<file path="src/design/pcmfc_pkg.sv">
`default_nettype none
package pcmfc_pkg;

    typedef enum logic [2:0] {
        ENC_UNKNOWN = 3'd0,
        ENC_S16     = 3'd1,
        ENC_S24P    = 3'd2,
        ENC_S24W    = 3'd3,
        ENC_S32     = 3'd4,
        ENC_F32     = 3'd5
    } enc_t;

    typedef enum logic [1:0] {
        ST_OK      = 2'd0,
        ST_INVALID = 2'd1,
        ST_NOSUP   = 2'd2
    } status_t;

    localparam logic [0:0] REG_SRC = 1'b0;
    localparam logic [0:0] REG_DST = 1'b1;

    // byte count of an encoding, 0 when unknown
    function automatic logic [2:0] enc_bytes(input logic [2:0] e);
        logic [2:0] n;
        case (e)
            ENC_S16:                   n = 3'd2;
            ENC_S24P:                  n = 3'd3;
            ENC_S24W, ENC_S32, ENC_F32: n = 3'd4;
            default:                   n = 3'd0;
        endcase
        return n;
    endfunction

    function automatic logic [31:0] byte_mask(input logic [2:0] n);
        logic [31:0] m;
        case (n)
            3'd2:    m = 32'h0000_FFFF;
            3'd3:    m = 32'h00FF_FFFF;
            3'd4:    m = 32'hFFFF_FFFF;
            default: m = 32'h0000_0000;
        endcase
        return m;
    endfunction

endpackage
`default_nettype wire

</file>
<file path="src/design/pcmfc_to_float.sv">
`default_nettype none
// Signed 32-bit fraction (value / 2^31) to float32, round to nearest even.
module pcmfc_to_float
    import pcmfc_pkg::*;
(
    input  wire logic [31:0] a,
    output logic [31:0]      bits
);
    logic        sgn;
    logic [31:0] mag;
    logic [4:0]  msb;
    logic        found;
    logic [31:0] norm;
    logic [23:0] mant;
    logic        rnd;
    logic        sticky;
    logic [24:0] mant_r;
    logic [7:0]  expo;

    always_comb
    begin
        sgn = a[31];
        mag = sgn ? (~a + 32'd1) : a;
        // leading one position
        msb   = 5'd0;
        found = 1'b0;
        for (int i = 31; i >= 0; i--)
        begin
            if (!found && mag[i])
            begin
                msb   = 5'(i);
                found = 1'b1;
            end
        end
        norm   = mag << (5'd31 - msb);
        mant   = norm[31:8];
        rnd    = norm[7];
        sticky = |norm[6:0];
        mant_r = {1'b0, mant} + 25'(rnd & (sticky | mant[0]));
        // exponent: value = mag * 2^-31, leading bit at 2^(msb-31)
        expo   = 8'd96 + {3'b000, msb};
        if (mant_r[24])
            expo = expo + 8'd1;
        if (!found)
            bits = 32'd0;
        else
            bits = {sgn, expo, mant_r[24] ? mant_r[23:1] : mant_r[22:0]};
    end
endmodule
`default_nettype wire

</file>
<file path="src/design/pcmfc_convert.sv">
`default_nettype none
// Combinational conversion of one sample word.
module pcmfc_convert
    import pcmfc_pkg::*;
(
    input  wire logic [2:0]  src_enc,
    input  wire logic [2:0]  dst_enc,
    input  wire logic [31:0] src_word,
    output logic [31:0]      dst_word,
    output logic [2:0]       dst_bytes,
    output logic [1:0]       status
);
    logic [2:0]  sb;
    logic [2:0]  db;
    logic [31:0] aligned;
    logic [31:0] fbits;
    logic [31:0] ival;

    pcmfc_to_float u_flt (
        .a    (aligned),
        .bits (fbits)
    );

    always_comb
    begin
        sb = enc_bytes(src_enc);
        db = enc_bytes(dst_enc);
        // left-align to signed 32
        case (src_enc)
            ENC_S16:            aligned = {src_word[15:0], 16'h0000};
            ENC_S24P, ENC_S24W: aligned = {src_word[23:0], 8'h00};
            ENC_S32:            aligned = src_word;
            default:            aligned = 32'd0;
        endcase
        case (dst_enc)
            ENC_S16:            ival = {16'h0000, aligned[31:16]};
            ENC_S24P, ENC_S24W: ival = {{8{aligned[31]}}, aligned[31:8]};
            default:            ival = aligned;
        endcase
        if (sb == 3'd0 || db == 3'd0)
        begin
            dst_word  = 32'd0;
            dst_bytes = 3'd0;
            status    = ST_INVALID;
        end
        else if (src_enc == ENC_F32 && dst_enc != ENC_F32)
        begin
            dst_word  = 32'd0;
            dst_bytes = 3'd0;
            status    = ST_NOSUP;
        end
        else
        begin
            dst_bytes = db;
            status    = ST_OK;
            if (src_enc == dst_enc)
                dst_word = src_word & byte_mask(db);
            else if (dst_enc == ENC_F32)
                dst_word = fbits;
            else
                dst_word = ival & byte_mask(db);
        end
    end
endmodule
`default_nettype wire

</file>
<file path="src/design/pcm_sample_format_converter.sv">
`default_nettype none
// PCM sample format converter. Takes one raw little-endian sample per
// transaction on s_axis and returns it re-encoded on m_axis, one result per
// input, in order. Encodings: 1 s16, 2 s24 packed, 3 s24 in 32, 4 s32,
// 5 float32; write source to register 0, destination to register 1 while
// idle. Throughput is one sample per cycle unless m_axis stalls; samples
// pass an input register, then a result register. Unknown encodings return
// status 1, float to integer returns status 2, both with zero data and zero bytes.
module pcm_sample_format_converter
    import pcmfc_pkg::*;
(
    input  wire logic        clk,
    input  wire logic        rst_n,
    input  wire logic        cfg_valid,
    output logic             cfg_ready,
    input  wire logic        cfg_index,
    input  wire logic [2:0]  cfg_data,
    input  wire logic        s_axis_tvalid,
    output logic             s_axis_tready,
    input  wire logic [31:0] s_axis_tdata,   // [31:0] src_word
    output logic             m_axis_tvalid,
    input  wire logic        m_axis_tready,
    output logic [39:0]      m_axis_tdata    // [31:0] dst_word, [34:32] dst_bytes,
                                             // [36:35] status, [39:37] zero
);
    logic [2:0]  src_enc_reg;
    logic [2:0]  dst_enc_reg;
    logic        in_vld_reg;
    logic [31:0] in_word_reg;
    logic        out_vld_reg;
    logic [36:0] out_data_reg;
    logic        in_ready;
    logic        out_load;
    logic [31:0] c_word;
    logic [2:0]  c_bytes;
    logic [1:0]  c_status;

    assign cfg_ready = 1'b1;

    // configuration registers
    always_ff @(posedge clk or negedge rst_n)
    begin
        if (!rst_n)
        begin
            src_enc_reg <= ENC_UNKNOWN;
            dst_enc_reg <= ENC_UNKNOWN;
        end
        else if (cfg_valid)
        begin
            if (cfg_index == REG_SRC)
                src_enc_reg <= cfg_data;
            else
                dst_enc_reg <= cfg_data;
        end
    end

    // pipeline flow: stage advances when the next one is free
    assign out_load      = in_vld_reg && (!out_vld_reg || m_axis_tready);
    assign in_ready      = !in_vld_reg || out_load;
    assign s_axis_tready = in_ready;

    always_ff @(posedge clk or negedge rst_n)
    begin
        if (!rst_n)
        begin
            in_vld_reg  <= 1'b0;
            out_vld_reg <= 1'b0;
        end
        else
        begin
            if (in_ready)
                in_vld_reg <= s_axis_tvalid;
            if (out_load)
                out_vld_reg <= 1'b1;
            else if (m_axis_tready)
                out_vld_reg <= 1'b0;
        end
    end

    always_ff @(posedge clk)
    begin
        if (in_ready && s_axis_tvalid)
            in_word_reg <= s_axis_tdata;
        if (out_load)
            out_data_reg <= {c_status, c_bytes, c_word};
    end

    pcmfc_convert u_conv (
        .src_enc   (src_enc_reg),
        .dst_enc   (dst_enc_reg),
        .src_word  (in_word_reg),
        .dst_word  (c_word),
        .dst_bytes (c_bytes),
        .status    (c_status)
    );

    assign m_axis_tvalid = out_vld_reg;
    assign m_axis_tdata  = {3'b000, out_data_reg};
endmodule
`default_nettype wire
</file>
<file path="config.mk">
export PLATFORM = sky130hd
export DESIGN_NAME = pcm_sample_format_converter
export DESIGN_NICKNAME = d
export VERILOG_FILES = /design/src/design/pcmfc_pkg.sv /design/src/design/pcmfc_to_float.sv /design/src/design/pcmfc_convert.sv /design/src/design/pcm_sample_format_converter.sv
export SDC_FILE = /design/constraint.sdc
export NUM_CORES = 1
export LEC_CHECK = 0
export ABC_AREA = 1
export BUFFER_PORTS_ARGS = -buffer_cell sky130_fd_sc_hd__buf_2
export CORE_MARGIN = 5
export CORE_UTILIZATION = 50
export DETAILED_ROUTE_END_ITERATION = 10
export PLACE_DENSITY_LB_ADDON = 0.08
export SKIP_CTS_REPAIR_TIMING = 1
export SLEW_MARGIN = 20
export SYNTH_ARGS = -nofsm -noshare
export SYNTH_HDL_FRONTEND = slang
export SYNTH_SLANG_ARGS = --single-unit
</file>
<file path="constraint.sdc">
create_clock -name clk -period 7.6 [get_ports clk]
set_input_delay 1.52 -clock clk [delete_from_list [all_inputs] [get_ports clk]]
set_output_delay 1.52 -clock clk [all_outputs]
set_load 0.03 [all_outputs]
</file>
==> flow_summary.yaml <==
logic_synthesis:
  yosysWarnings: 0
  synth-main-ff-cell: "edfxtp_1"
  ys_seq_elements: 77
  ys_top_cells_by_area: "edfxtp_1 (24%), nand2_1 (19%), nand3_1 (17%)"
  postSynth.asyncResetShare_pct: 10.39
  synth_area_sq_um: 8597
  syn-mean-instance-area_sq_um: 6.128
  yosysTopAreaCellShare_pct: 24.10
  yosys.area.top_type: "edfxtp_1"
  synth_cells: 1403
  synth.distinct_cells: 46
  seq_area_frac_synth_pct: 26.43
  synth_edf_count: 69
setup_path:
  worstSetupPathType: "flop to flop"
  slowest_delay_ns: 0.57
  critPathLaunch: "src_enc_reg[2]$_DFFE_PN0P_"
  regToRegStartpoint: "src_enc_reg[2]$_DFFE_PN0P_"
  cp-end-kind: "flop"
  rrSetupSlack_ns: 0.61
  critPathMostFrequentCell: "nand2_1"
  cp_max_fo: 28
  crit_end: "out_data_reg[3]$_SDFFCE_PP0P_"
  cpMaxStageDelayCell: "dfrtp_4"
  crit_family: "simple AND/OR/NAND/NOR gates"
  cp.required_ns: 7.70
  cp-start-kind: "flop"
  reg2reg_to: "out_data_reg[3]$_SDFFCE_PP0P_"
  arrival_ns: 7.08
  crit_cells: 48
  crit_buf_inv: 5
  r2r_cells: 48
detailed_routing:
  drcViolationCount: 0
  drt_iter0_drc: 1060
  routed_via_density: 5.856
  route.vias.total: 9914
  wl_um: 32710
  first_pass_iters: 7
  ant_nets: 0
  wl_per_cell_um: 19.32
clocking:
  htreeDepth: 3
  numCtsBuffers: 9
  root_buffer: "clkbuf_16"
  clk_latency_ns: 0.35
  clk_pin_slew_ns: 0.07
  clk_path_buf_depth: 2
  cts_tree: "yes"
  cts_sinks: 77
timing:
  slew_violations: 0
  min_period_over_period_pct: 91.95
  hold_violations: 0
  tns_ns: 0
  worst_slew_pin_slew_ns: 1.023
  maxSlewHeadroom_pct: 31.58
  rsz0062_at_grt: "no"
  setup_viol: 0
  final.min_clock_period_ns: 6.988
  skew_ns: 0.01562
  fmax_mhz: 143.1
global_routing:
  antenna_found_initial: 0
  grt_pass1_wl_um: 50870
  overflow: 0
  grt_pass1_vias: 9090
  grt_max_degree: 36
  track_usage_pct: 32.45
finish:
  nFillCells: 1758
  final_nets: 1507
  drive_gt1_share_pct: 14.78
  instances_no_fill: 1693
  area_growth_pct: 10.77
  num_antenna_cells: 0
  largest_reg_flops: 37
  finalCoreUtilization_pct: 55.83
placement:
  portBuffers: 79
  dp_hpwl_um: 26290
  dp.cells: 1670
  place.gp.congestion: 1.030
floorplanning:
  core_area_sq_um: 17060
  fp.dieH_um: 141.1
  initial_core_util_pct: 50.40
  die_width_um: 141.1
  die_area_sq_um: 19920
  num_rows: 48
  ios: 84
power_and_ir_drop:
  ir_drop_v: 0.0002103
  p_per_area_nw_per_um2: 375.0
  power_leakage_nw: 4.606
  totalPowerFinal_mw: 3.571
worst_hold_path:
  min_path_type: "flop to flop"
run_status:
  status: "complete, no violations"
flow_run:
  maxCapViolCount: 0
how the worst min path moves through the flow:
stage | startpoint | end | slack [ns] | cells past startpoint
global route | in_vld_reg$_DFFE_PN0N_ | m_axis_tvalid$_DFFE_PN0P_ | 0.57 | 2
finish | in_vld_reg$_DFFE_PN0N_ | m_axis_tvalid$_DFFE_PN0P_ | 0.51 | 2
detailed placement | in_vld_reg$_DFFE_PN0N_ | m_axis_tvalid$_DFFE_PN0P_ | 0.50 | 2
global placement | in_vld_reg$_DFFE_PN0N_ | m_axis_tvalid$_DFFE_PN0P_ | 0.48 | 2
floorplan | in_vld_reg$_DFFE_PN0N_ | m_axis_tvalid$_DFFE_PN0P_ | 0.45 | 2
CTS | in_vld_reg$_DFFE_PN0N_ | m_axis_tvalid$_DFFE_PN0P_ | 0.52 | 2
cells in the final DEF (no fill, tap or decap), types with 24 or more instances in the layout:
cell type / netlist / final
nor2_2: 26 / 26
nor2_1: 128 / 124
edfxtp_1: 69 / 69
inv_1: 123 / 122
a21oi_1: 25 / 24
buf_2: 16 / 79
nand3_1: 290 / 289
nand2_1: 425 / 424
o21ai_0: 50 / 50
nand4_1: 33 / 33
xor2_1: 35 / 35
worst reg2reg max path, delay by kind of cell (launching register included):
family	cells	cell delay [ns]
simple gates	42	5.31
buf+inv	5	0.69
flops	1	0.57
fa+ha+maj	1	0.19
final cells by class:
class                      count  area [sq um]  area share, %
clock buffer                   9         225.2          2.365
clock inverter                 7         57.56         0.6044
inverter                     148         555.5          5.834
multi-input combinational   1121          5490          57.65
sequential                    77          2276          23.90
tap                          225         281.5          2.956
timing repair buffer         106         636.9          6.688
Yosys cell counts (4+ instances only):
cell and number:
inv_1 123, nor2_1 128, dfrtp_1 8, a31oi_1 11, inv_2 18, clkinv_1 7, buf_4 11, nand2_2 11
o21ai_0 50, nand2_1 425, buf_2 16, a21oi_1 25, nand4_1 33, nor3_1 8, or2_2 4, xor2_1 35
buf_6 6, clkbuf_1 23, o22ai_1 20, nor2_4 11, nor2_2 26, nand3_1 290, nand3_2 7, edfxtp_1 69
cells by family (layout without fill, tap and decap cells):
logic type,after synthesis,in the layout,synth area share (%)
DFF,77,77,26.43
adders and majority gates,3,3,0.4367
xor gates and xnor gates,37,37,3.769
and+or+nand+nor,953,955,50.63
buffers and inverters,209,270,10.62
AOI/OAI and AO/OA,122,122,8.019
other,2,4,0.08736
per-stage QoR:
step	hold slack (ns)	worst slack [ns]	instance area, sq um
floorplan	0.4471	1.717	8605
detailed placement	0.4992	0.2710	9128
global placement	0.4840	0.3532	9085
CTS	0.5189	0.2172	9410
finish	0.5125	0.6117	9523
global route	0.5701	0.03184	9523
power by group:
| part | internal, mW | switching [mW] | total, mW |
|---|---|---|---|
| Clock | 0.226 | 0.189 | 0.415 |
| Combinational | 0.713 | 1.87 | 2.58 |
| Sequential | 0.535 | 0.0418 | 0.577 |
| Total | 1.47 | 2.10 | 3.57 |
per-layer routing:
layer | vias to the layer above | GRT usage, % | part of all wire (%)
li1 | 4770 | - | -
met1 | 4533 | 42.41 | 40
met4 | 0 | 14.69 | 5.0
met5 | - | 0 | 0
met3 | 91 | 3.223 | 7.2
met2 | 520 | 54.28 | 48
No activity file was read; power rests on OpenSTA's default activity.
